$ cat config.mk
export PLATFORM = sky130hd
export DESIGN_NAME = lqie_lerp
export DESIGN_NICKNAME = d
export VERILOG_FILES = /design/src/lqie_pkg.sv /design/src/lqie_lerp.sv
export SDC_FILE = /design/constraint.sdc
export NUM_CORES = 2
export LEC_CHECK = 0
export ABC_CLOCK_PERIOD_IN_PS = 10500
export BUFFER_PORTS_ARGS = -buffer_cell sky130_fd_sc_hd__buf_2
export CAP_MARGIN = 20
export CORE_UTILIZATION = 38
export CTS_BUF_LIST = sky130_fd_sc_hd__clkbuf_8
export CTS_CLUSTER_DIAMETER = 30
export DETAILED_ROUTE_END_ITERATION = 8
export PLACE_DENSITY = 0.54
export SLEW_MARGIN = 20
export SYNTH_ARGS = -nofsm -noshare
export SYNTH_HDL_FRONTEND = slang
export SYNTH_SLANG_ARGS = --single-unit
$ cat constraint.sdc
create_clock -name clk -period 10.5 [get_ports clk]
set_input_delay 1.05 -clock clk [delete_from_list [all_inputs] [get_ports clk]]
set_output_delay 1.05 -clock clk [all_outputs]
set_load 0.01 [all_outputs]
$ cat src/lqie_pkg.sv
// Shared widths, constants and types for the log-domain quartic interpolator.
`timescale 1ns / 1ps
`default_nettype none
package lqie_pkg;

  localparam int BANDS_DEF = 64;
  localparam int GRID      = 5;
  localparam int SMP_W     = 32;
  localparam int F_W       = 17;
  localparam int COEF_W    = 42;
  localparam int U_W       = 42;
  localparam int N_W       = 7;
  localparam int VAL_W     = 48;

  localparam logic [F_W-1:0] F_ONE = 17'd65536;

  // result range limits, in units of 2^-20 / 36
  localparam logic signed [COEF_W-1:0] T_HI = 42'sd452984832;
  localparam logic signed [COEF_W-1:0] T_LO = -42'sd905969664;

  localparam logic [30:0] LOG2E_Q30 = 31'd1549082005;
  localparam logic [31:0] LN2_Q32   = 32'd2977044472;

  // floor(u / 9) == (u * DIV9_M) >> 45 for u < 2^42
  localparam int          DIV9_SH = 45;
  localparam logic [47:0] DIV9_M  = ((48'd1 << DIV9_SH) + 48'd8) / 48'd9;
  localparam logic [20:0] DIV9_MH = DIV9_M[41:21];
  localparam logic [20:0] DIV9_ML = DIV9_M[20:0];

  // 96 * log2(e) in Q30: removes the offset that keeps the product positive
  localparam logic signed [39:0] YQ_BIAS = 40'sd148711872480;

  localparam logic signed [N_W-1:0] N_SAT = 7'sd16;

  typedef logic signed [COEF_W-1:0] coef_t;

  // exp series pipeline word
  typedef struct packed {
    logic                  vld;
    logic                  sat;
    logic signed [N_W-1:0] n;
    logic [31:0]           w;
    logic [33:0]           m;
    logic [31:0]           term;
  } ser_t;

endpackage
`default_nettype wire

$ cat src/lqie_lerp.sv
// One registered de Casteljau blend: p + round((q - p) * f / 65536).
`timescale 1ns / 1ps
`default_nettype none
module lqie_lerp
  import lqie_pkg::*;
(
  input  wire logic           clk,
  input  wire logic           en,
  input  wire coef_t          p,
  input  wire coef_t          q,
  input  wire logic [F_W-1:0] f,
  output coef_t               res
);

  logic signed [COEF_W:0]        diff;
  logic signed [COEF_W+F_W+1:0]  prod;
  logic signed [COEF_W+F_W+1:0]  rnd;
  coef_t                         res_nxt;
  coef_t                         res_r;

  always_comb begin
    diff    = (COEF_W+1)'(q) - (COEF_W+1)'(p);
    prod    = diff * $signed({1'b0, f});
    rnd     = (prod + (COEF_W+F_W+2)'(32768)) >>> 16;
    res_nxt = p + $signed(rnd[COEF_W-1:0]);
  end

  always_ff @(posedge clk) begin
    if (en) begin
      res_r <= res_nxt;
    end
  end

  assign res = res_r;

endmodule
`default_nettype wire

# Yosys cells after proc, flatten, opt, wreduce, memory -nomap -nowiden
# Index checks and enable logic that the tools add are counted.
# classes
add_sub_neg	3
n_mul	1
# ops
operator	count
$add 58x17->58 const B	1
$mul 43x18->58	1
$sub 42x42->43	1
$add 42x42->42	1
# totals
reg_bits	42
inputBits	103
output_inout_bits	42
elab_cells	5

# Depth between registers and ports, before layout
# depth
depth_word	4
ltp_mapped	48
ltp_nobuf	47

# Worst setup path after synthesis
# OpenSTA, ideal clock, no wires.
# synth_path
path_kind	input-to-reg
startpoint	in q[0]
endpoint	reg res_r[41] (netlist: res[41]), data pin
setup_ps	258
arrival_time_ps	10653
required_time_ps	10242
setup_slack_ps	-411
path_stages	45
path_buffers	1
path_cell_list	inv_1 > ha_1 > inv_1 > fa_1 > a211oi_1 > o21bai_1 > and3_1 > or2_1 > a311o_1 > a21o_1 > a21o_1 > a21oi_2 > xnor2_1 > buf_6 > and2_1 > fa_1 > inv_1 > fa_1 > (+9 left out) > o21ai_0 > nor4_1 > o21ai_2 > a31oi_2 > o21ai_2 > o311a_1 > nor3_1 > ha_1 > a21o_1 > a21oi_1 > nor2b_1 > o41ai_1 > o31ai_1 > a31oi_1 > o21ai_0 > a21oi_1 > xnor3_1 > xnor2_1
# synth_between
elab_chain_len	4
# synth_lines
element	line_no	rtl
start: declaration	lqie_lerp.sv:10	input wire coef_t q,
$sub 42x42->43	lqie_lerp.sv:22	diff = (COEF_W+1)'(q) - (COEF_W+1)'(p);
$mul 43x18->58	lqie_lerp.sv:23	prod = diff * $signed({1'b0, f});
$add 58x17->58	lqie_lerp.sv:24	rnd = (prod + (COEF_W+F_W+2)'(32768)) >>> 16;
$add 42x42->42	lqie_lerp.sv:25	res_nxt = p + $signed(rnd[COEF_W-1:0]);
via res_nxt[41]	lqie_lerp.sv:18	coef_t res_nxt;
end signal: assignment	lqie_lerp.sv:30	res_r <= res_nxt;
end: declaration	lqie_lerp.sv:19	coef_t res_r;
# The timed path passes the listed nets, and every way through them passes these cells.
# A chain may end at the register's enable or synchronous reset.

# Worst setup path in the final report
# layout_path
startpoint	in p[5]
endpoint	reg res_r[41] (netlist: res[41]), data pin
# layout_between
elab_chain_len	4
# layout_lines
element	line_no	rtl
start: declaration	lqie_lerp.sv:9	input wire coef_t p,
$sub 42x42->43	lqie_lerp.sv:22	
$mul 43x18->58	lqie_lerp.sv:23	
$add 58x17->58	lqie_lerp.sv:24	
$add 42x42->42 *	lqie_lerp.sv:25	
via res_nxt[41]	lqie_lerp.sv:18	
# Mark *: on every way through the listed nets, which the timed path passes. The rest lies on a longest branch.

==> flow_metrics.tcl <==
set metrics [dict create \
    synth_sequential_area_ratio 0.0401 \
    starting_density 0.384 \
    grt_remaining_overflow 0 \
    htree_num_levels 2 \
    via_per_inst 4.88 \
    critPathMaxStageDelay_ps 570 \
    crit_arrival_ps 10780 \
    fin_setup_tns_ps -302 \
    detailedPlace.worstSlack_ps -1460 \
    slew_headroom 0.336 \
    min_path_cells 3 \
    synth_seq_cells 42 \
    timing_worst_setup_path_type "in -> reg" \
    num_io_pins 145 \
    detailroute.via_count 25800 \
    min-delay-start "p[0]" \
    timing.critical_path.fanout_max 3 \
    yosysWarnings 0 \
    netlist.top_cell.by_area "fa_1" \
    setup.worst_path.end_class "flop" \
    synthDominantCellAreaShare 0.424 \
    path_clk_slew_ps 100 \
    core-area_um2 82000 \
    hold_path_class "in -> reg" \
    worst_path_max_delay_cell "fa_1" \
    worst_setup_path_start_kind "input port" \
    rows 105 \
    place.gp.congestion 0.885 \
    grt_pass1_wl_um 149000 \
    average_wire_per_cell_in_the_routed_design_um 17.8 \
    grt_start_max_net_pins 48 \
    ant_nets 0 \
    setup-violations-final 3 \
    final_critical_path_setup_slack_ps -156 \
    cts-buffers-inserted 5 \
    portBuffers 144 \
    slew_violations 0 \
    critical_path.n_buffers_inverters 11 \
    dominant_cells_by_area_after_synthesis "fa_1 (42%), ha_1 (10%), inv_1 (10%)" \
    area_growth_pct 25.3 \
    routed_wirelength_um 94100 \
    maxClockFrequency_ghz 0.0938 \
    holdBufCountCts 0 \
    die-height_um 290 \
    status "complete, but fails checks" \
    cts_buffer_depth 2 \
    tritoncts "built" \
    critPathTopFamily "adder cells" \
    timing.final.crit_period_ps 10660 \
    report.final.hold_viol_count 0 \
    violations "DRC, setup timing" \
    post-dp-hpwl_um 79400 \
    drive_above_1_share 0.239 \
    die_w_um 290 \
    post_synth_cell_types 79 \
    via_count_of_the_first_global_routing_pass 27200 \
    synth_flop_cell "edfxtp_1" \
    synthesis.area_um2 31500 \
    syn-instance-count 3609 \
    largest_register_ffs 42 \
    antenna_found_initial 4 \
    die-area_um2 84000 \
    cap_viol_max_count 0 \
    count_of_flip_flops_with_a_built_in_enable_after_synthesis 42 \
    drc_errors 4 \
    holdPathEnd "res[0]$_DFFE_PP_" \
    final_cells 5278 \
    final_nets 5231 \
    place_inst 5212 \
    postSynthNetCount 4637 \
    cts_root_buf "clkbuf_8" \
    dr.pass1.iters 7 \
    cts.sink_count 42 \
    grt_setup_unrepaired "yes" \
    grtUsageTotal 0.232 \
    fin_crit_sh 1.01 \
    critPathLaunch "p[5]" \
    syn_avg_cell_area_um2 8.72 \
    drtIter0Drc 1022 \
    worst_slew_pin_slew_ps 996 \
    share_of_flip_flops_with_an_asynchronous_set_or_reset_after_synthesis 0 \
    critPathRequiredTime_ps 10630 \
]
kinds of logic (layout without fill, tap and decap cells):
| group | count (synthesis) | in the layout | synth area share |
|---|---|---|---|
| adders and majority gates | 925 | 925 | 0.527 |
| other | 0 | 5 | 0 |
| muxes | 46 | 46 | 0.0151 |
| xor gates and xnor gates | 129 | 129 | 0.0366 |
| AOI/OAI and AO/OA | 400 | 400 | 0.0880 |
| and+or+nand+nor | 1060 | 1060 | 0.172 |
| DFF | 42 | 42 | 0.0401 |
| buffers and inverters | 1007 | 1601 | 0.122 |
routing by layer:
layer,vias up,routed length [um],share of wire,track usage
met3,122,3810,0.040,0.0250
met4,0,3060,0.033,0.0683
met2,531,48100,0.51,0.415
met1,13000,39200,0.42,0.292
li1,12100,-,-,-
met5,-,0,0,0
placed cells by master, fill, tap and decap left out, drive strengths merged, types with 43 or more instances in the layout:
cell type  instances
a21oi            120
nand2b            43
ha               258
xnor2             87
a21o              72
o21ai             60
fa               667
and2             369
nor2              55
nand2            440
inv              836
buf              758
repair_timing:
| item | in CTS | in global routing |
|---|---|---|
| gates resized for setup | 145 | 163 |
| setup endpoints to repair | 20 | 26 |
| setup buffers | 26 | 32 |
| pin swaps | 121 | 128 |
cells in the mapped netlist, types with 10 or more instances:
library cell    n
nand2b_1       43
nor2_1         55
o211ai_1       10
nand3_1        23
a31oi_1        12
xnor2_1        86
edfxtp_1       42
fa_1          667
and2_1        369
clkbuf_1      156
nor3_1         23
a21o_1         72
o21ai_1        13
o2111ai_1      14
nor2b_1        27
xor2_1         41
nand2_1       440
a211oi_1       14
o21bai_1       26
o21a_1         10
and3b_1        12
o21ai_0        44
nand3b_1       13
mux2_1         12
nor4_1         13
mux2i_1        34
ha_1          258
inv_1         836
nand4_1        17
a21oi_1       114
worst max-delay path by stage:
stage                              to  slack, ps  cells past startpoint
finish              res[41]$_DFFE_PP_       -160                     47
global route        res[39]$_DFFE_PP_       -520                     50
CTS                 res[41]$_DFFE_PP_       -450                     47
detailed placement  res[41]$_DFFE_PP_      -1460                     47
global placement    res[41]$_DFFE_PP_      -1470                     47
floorplan           res[41]$_DFFE_PP_        0.6                     43
stage by stage:
step                      area (um2)  utilization  hold slack [ps]
after detailed placement       37500        0.458             1460
after CTS                      38500        0.470             1060
after global routing           39400        0.481             1070
after floorplan                31600            -             1160
after global placement         37500        0.458             1460
final                          39400        0.481             1080
final cells by class:
type	instances	area, um2
fillers	8058	42600
clock buffers	5	68.8
diodes	5	12.5
flip-flops and latches	42	1260
repair buffers	758	5790
clock inverters	2	10.0
inverters	836	3140
well taps	1070	1340
multi-input cells	2560	27800
Power is left out: the tool's default activity adds up to more than one toggle a clock period on the data nets, which glitch-free logic cannot reach.
