===== src/lqie_pkg.sv =====
// Shared widths, constants and types for the log-domain quartic interpolator.
`timescale 1ns / 1ps
`default_nettype none
package lqie_pkg;

  localparam int BANDS_DEF = 64;
  localparam int GRID      = 5;
  localparam int SMP_W     = 32;
  localparam int F_W       = 17;
  localparam int COEF_W    = 42;
  localparam int U_W       = 42;
  localparam int N_W       = 7;
  localparam int VAL_W     = 48;

  localparam logic [F_W-1:0] F_ONE = 17'd65536;

  // result range limits, in units of 2^-20 / 36
  localparam logic signed [COEF_W-1:0] T_HI = 42'sd452984832;
  localparam logic signed [COEF_W-1:0] T_LO = -42'sd905969664;

  localparam logic [30:0] LOG2E_Q30 = 31'd1549082005;
  localparam logic [31:0] LN2_Q32   = 32'd2977044472;

  // floor(u / 9) == (u * DIV9_M) >> 45 for u < 2^42
  localparam int          DIV9_SH = 45;
  localparam logic [47:0] DIV9_M  = ((48'd1 << DIV9_SH) + 48'd8) / 48'd9;
  localparam logic [20:0] DIV9_MH = DIV9_M[41:21];
  localparam logic [20:0] DIV9_ML = DIV9_M[20:0];

  // 96 * log2(e) in Q30: removes the offset that keeps the product positive
  localparam logic signed [39:0] YQ_BIAS = 40'sd148711872480;

  localparam logic signed [N_W-1:0] N_SAT = 7'sd16;

  typedef logic signed [COEF_W-1:0] coef_t;

  // exp series pipeline word
  typedef struct packed {
    logic                  vld;
    logic                  sat;
    logic signed [N_W-1:0] n;
    logic [31:0]           w;
    logic [33:0]           m;
    logic [31:0]           term;
  } ser_t;

endpackage
`default_nettype wire


===== src/lqie_term.sv =====
// One exp series term: term_i = ((term * w) >> 32) / I over two stages.
`timescale 1ns / 1ps
`default_nettype none
module lqie_term
  import lqie_pkg::*;
#(
  parameter int I = 2
) (
  input  wire logic clk,
  input  wire logic rst_n,
  input  wire logic en,
  input  wire ser_t d,
  output ser_t      q
);

  localparam int          K     = 32 + $clog2(I);
  localparam logic [33:0] RECIP = 34'(((66'd1 << K) + 66'(I) - 66'd1) / 66'(I));

  logic [63:0] prod_a;
  logic [67:0] prod_b;
  ser_t        a_nxt;
  ser_t        a_r;
  ser_t        b_nxt;
  ser_t        b_r;

  always_comb begin
    prod_a     = 64'(d.term) * 64'(d.w);
    a_nxt      = d;
    a_nxt.term = prod_a[63:32];
    a_nxt.m    = d.m + 34'(d.term);
  end

  always_comb begin
    // reciprocal multiply: exact floor division for 32-bit dividends
    prod_b     = 68'(a_r.term) * 68'(RECIP);
    b_nxt      = a_r;
    b_nxt.term = prod_b[K+31:K];
  end

  always_ff @(posedge clk) begin
    if (!rst_n) begin
      a_r.vld <= 1'b0;
      b_r.vld <= 1'b0;
    end else if (en) begin
      a_r <= a_nxt;
      b_r <= b_nxt;
    end
  end

  assign q = b_r;

endmodule
`default_nettype wire


===== config.mk =====
export PLATFORM = sky130hd
export DESIGN_NAME = lqie_term
export DESIGN_NICKNAME = d
export VERILOG_FILES = /design/src/lqie_pkg.sv /design/src/lqie_term.sv
export SDC_FILE = /design/constraint.sdc
export NUM_CORES = 2
export LEC_CHECK = 0
export BUFFER_PORTS_ARGS = -buffer_cell sky130_fd_sc_hd__buf_2
export CAP_MARGIN = 20
export CORE_MARGIN = 2
export CORE_UTILIZATION = 46
export CTS_CLUSTER_SIZE = 20
export DETAILED_ROUTE_END_ITERATION = 7
export HOLD_SLACK_MARGIN = 0.03
export PLACE_DENSITY_LB_ADDON = 0.3
export RECOVER_POWER = 25
export SLEW_MARGIN = 20
export SYNTH_ARGS = -nofsm -noshare
export SYNTH_HDL_FRONTEND = slang
export SYNTH_SLANG_ARGS = --single-unit

===== constraint.sdc =====
create_clock -name clk -period 8.09 [get_ports clk]
set_input_delay 0 -clock clk [delete_from_list [all_inputs] [get_ports clk]]
set_output_delay 0 -clock clk [all_outputs]
set_load 0.01 [all_outputs]

## Yosys cells after proc, flatten, opt, wreduce, memory -nomap -nowiden

Index checks and enable logic that the tools add are counted.
Widths: inputs -> output; s select.

- $lt $le $gt $ge: 0
- Muxes and demuxes: 0
- Equal/unequal tests: 0
- Add/subtract/negate cells: 1
- $mul: 1
- Shift-type cells: 0
- Div/mod/pow operators: 0
- Bitwise logic cells: 0
- Reduce and logical (&&, ||, !) cells: 1

Operator list:

| operator | number |
|---|---|
| $mul 32x32->64 | 1 |
| $add 34x32->34 | 1 |
| $reduce_and 2->1 | 1 |

- Bits in latches: 0
- Input bits: 110
- Register bits after elaboration: 213
- Memories kept: 0
- Output and inout bits: 107
- Bits in read-only memories: 0
- Memory bits (writable): 0

## Longest topological paths before layout

- Depth after elaboration: 1
- Depth in mapped cells: 29
- Depth with buffers taken out: 28

## Worst setup path after synthesis

OpenSTA, ideal clock, no wires.

- Path type: input -> register
- Start: input port d[74] (netlist bit)
- End: register a_r[30] (netlist bit) (data pin)
- Path slack: 1.282 ns
- Setup time: 0.258 ns
- Stages on the path: 26
- Arrival time: 6.551 ns
- Cells stage by stage: clkbuf_1 > nand2_1 > fa_1 > inv_1 > fa_1 > inv_1 > fa_1 > inv_1 > fa_1 > fa_1 > fa_1 > fa_1 > inv_1 > fa_1 > inv_1 > ha_1 > and2_1 > a21o_1 > a31oi_1 > nand3_1 > o21ai_1 > o311ai_1 > a31oi_1 > o21ai_1 > a21oi_1 > xnor2_1

RTL lines:

| what | line | RTL |
|---|---|---|
| start, declared | lqie_term.sv:12 | `input wire ser_t d,` |
| end signal, assigned | lqie_term.sv:45 | `a_r <= a_nxt;` |
| end, declared | lqie_term.sv:22 | `ser_t a_r;` |

==> summary.txt <==
Synthesis
  • Synth Area in Compound Gates: 3.872%
  • Syn avg cell area: between 10 and 15 µm²
  • Post-synthesis mux area share: less than 1%
  • Largest family of logic cells by synthesized area: adder cells
  • Synth warnings: 0
  • Most used DFF post-synth: edfxtp_1
  • Flops & latches, synth: ~210
  • Adder-cell share of the synthesized area: between 50% and 60%
  • Netlist Area Pre-Place: roughly 0.040 mm²
  • Post-synthesis xor/xnor area fraction: around 1.4%
  • Simple-Gate Fraction of Synth Area: between 15 and 20%
  • Syn_nets: 5251
  • Sequential share of the synthesized area: between 10% and 20%
  • Async set-reset flop share out of synthesis: 0%
  • Synth Instances: around 4000
  • Post-synth EDFFs: 210
  • Synth unique cells: between 60 and 70

Timing
  • Tcrit/Tclk final: between 90% and 100%
  • Count of final max-slew check failures: 0
  • Endpoints failing setup: 0
  • Fin crit period: ~7.7 ns
  • Least-Margin Pin Slew: approximately 1.4 ns
  • Unrepaired setup endpoints after global routing: false
  • Final Skew: 0.01376 ns
  • Final Hold Viols: 0
  • Max Fclk: approximately 130 MHz
  • Post-route setup TNS: 0 ns
  • Rel. slew slack: 3.702%

CTS
  • Root Buffer: clkbuf_16
  • CTS tree: built
  • Clock sink total: approximately 210
  • Max clock buf depth: 3
  • Post-CTS Setup Bufs: 0
  • Reg clk slew, reported paths: ~0.060 ns
  • Num CTS Buffers: 27
  • H-tree depth: 1
  • Insertion delay of the later-clocked pin in the worst-skew pair: 0.59 ns

Floorplanning
  • Die H: about 300 µm
  • Horiz. Die Dim: 299.7 µm
  • Std cell rows: 108
  • Initial core utilization: a little under half
  • Io pins: roughly 220
  • Core ar.: roughly 0.087 mm²
  • Full die area: ~0.09 mm²

Placed design
  • Placer congestion estimate: 0.9304
  • DP Wirelength: around 90000 µm
  • Port buffer count: ~220

Worst setup path
  • R2r worst-path depth: 3
  • Levels on crit path: 29
  • Crit end category: flop
  • Cell at the slowest stage of the critical path: fa_1
  • Crit Path Max Fanout: 19
  • Kind of critical path: primary input to flop
  • WP data arrival: 8.05 ns
  • FF-to-FF End: a_r[106]$_SDFFE_PN0P_
  • Crit. Startpoint: d[78]
  • Sum of buffers and inverters on the critical path: 9
  • Crit-path max cell delay: about 0.59 ns
  • Worst setup path endpoint: a_r[30]$_DFFE_PP_
  • WP data required: around 8.5 ns
  • CP Launch Type: primary input
  • Cell family with most CP delay: adder cells
  • Most frequent CP cell: fa_1
  • Flop2flop setup slack: 6.94 ns
  • RR Startpoint: a_r[106]$_SDFFE_PN0P_

Routing
  • Final wirelength: roughly 110000 µm
  • DR iter-0 viols: ~1800
  • Vias: about 28000
  • Post-route ant nets: 0
  • Wirelength per Cell: about 21 µm
  • Drt drc: 0
  • Via-per-instance ratio: 5.247
  • Drt first pass iters: 5

Job
  • Max cap viols: 0

Layout
  • Multi-input gate area: roughly 0.03 mm²
  • Layout fillers: 7937
  • Share of cells above drive strength 1: under 10%
  • Nets: approximately 5500
  • Reg area: 0.006346 mm²
  • Synthesis-to-layout area growth: 10.84%

GRT
  • First-pass GRT wire length: 177100 µm
  • Initial antenna violation count: 3
  • Vias in the first global route: approximately 31000
  • Largest net degree at the start of global routing: around 70
  • Total Routing Usage GR: 25.80%
  • Global route overflow: 0

Status
  • Outcome: complete, no violations

Min path
  • Min-Delay Path Class: primary input to flop
==> cell usage in the layout (no fill, tap or decap), types with 4 or more instances in the layout <==
cell,instances
o221ai_1,4
a21oi_1,67
nor2_1,40
a21o_1,52
xnor2_1,45
edfxtp_1,210
clkbuf_16,27
buf_2,207
a211oi_1,5
and4_1,4
dlygate4sd3_1,73
inv_1,871
and2_1,579
and3_1,6
nor3_1,6
o211ai_1,5
ha_1,292
nand4_1,13
bufinv_16,5
o21bai_1,7
o21a_1,7
nand2b_1,7
a221oi_1,5
o21ai_0,35
clkbuf_1,16
nand3_1,18
fa_1,896
xor2_1,18
buf_4,105
nand2_1,488
nor2b_1,11
==> what timing repair did <==
action,in CTS,in global routing
endpoints found under the hold margin,93,0
resized for setup,0,4
setup endpoints to repair,0,11
hold buffers,73,0
==> layout make-up <==
type                       instances  area share, %
sequential                       212          14.23
multi-input combinational       2672          67.00
tap                             1155          3.241
clock buffer                      35          1.650
clock inverter                    15         0.5331
inverter                         871          7.331
antenna                            1       0.005611
timing repair buffer             402          6.007
==> kinds of logic after synthesis <==
family	after synthesis
buffers and inverters	1069
adder cells (fa/ha/maj)	1188
AND/OR/NAND/NOR	1190
flip-flops	212
XOR/XNOR	63
other	1
multiplexers	3
AO/OA/AOI/OAI	227
==> registers in the layout, indices dropped and copies added, names as in the netlist <==
register / flops
a_r: 106
q: 106
==> how the worst min path moves through the flow <==
stage                      start            endpoint  slack (ns)  cells after the start
after global routing      d[103]  a_r[103]$_DFFE_PP_        0.11                      2
after floorplan           d[100]  a_r[100]$_DFFE_PP_         0.1                      0
final                      d[36]   a_r[36]$_DFFE_PP_        0.08                      5
after CTS                  d[86]   a_r[86]$_DFFE_PP_        0.03                      2
after detailed placement   d[99]   a_r[99]$_DFFE_PP_        0.18                      1
after global placement    d[101]  a_r[101]$_DFFE_PP_        0.18                      1
==> metrics by stage <==
| step | utilization (%) | setup slack [ns] | area, µm² | instances | hold slack (ns) |
|---|---|---|---|---|---|
| 2_1_floorplan | - | 1.282 | 40230 | 3953 | 0.09887 |
| 3_3_place_gp | 49.45 | 0.2598 | 42900 | 5239 | 0.1774 |
| 3_5_place_dp | 49.45 | 0.06958 | 42900 | 5239 | 0.1793 |
| 4_1_cts | 51.42 | 0.1598 | 44610 | 5362 | 0.03009 |
| 5_1_grt | 51.40 | 0.03493 | 44600 | 5363 | 0.1097 |
| 6_report | 51.40 | 0.4001 | 44600 | 5363 | 0.07932 |
==> tightest hold or removal path: stages <==
cell	delay [ns]
buf_2	0.08
ha_1	0.13
inv_1	0.06
and3_1	0.16
nor2_1	0.12
==> per-layer routing <==
layer / vias up / GRT usage (%) / wire length (µm)
li1: 12220 / - / -
met1: 14800 / 32.29 / 43490
met2: 884 / 45.57 / 56990
met3: 241 / 3.432 / 6112
met4: 0 / 9.821 / 4949
met5: - / 0 / 0
==> synthesized netlist by cell type, drive strengths merged, types with 2 or more instances <==
master,count,area (µm²)
xnor2,45,394.1
inv,871,3269
nor2b,11,68.82
edfxtp,210,6306
ha,292,3654
nand2,488,1832
nor2,40,150.1
a21o,53,399.1
xor2,18,157.7
o21a,7,52.55
a21boi,4,30.03
or3,3,18.77
a221oi,5,43.79
a211oi,5,37.54
nand4b,2,17.52
a311oi,3,26.28
and3,8,52.55
o221ai,4,35.03
and2,581,3636
clkbuf,197,739.5
a41oi,2,17.52
o311ai,4,35.04
o211ai,5,37.54
dfxtp,2,40.04
nand3,18,90.09
nor3,7,40.04
o21bai,7,52.55
nand4,13,81.33
a21oi,68,344.1
a31oi,4,31.28
o21ai,40,211.5
nor3b,2,26.28
o41ai,2,36.29
mux2i,3,30.03
fa,896,17940
a2111oi,2,55.05
or2,2,12.51
nand2b,7,43.79
and4,4,35.03
o211a,3,30.03
Power is left out: the tool's default activity adds up to more than one toggle a clock period on the data nets, which glitch-free logic cannot reach.
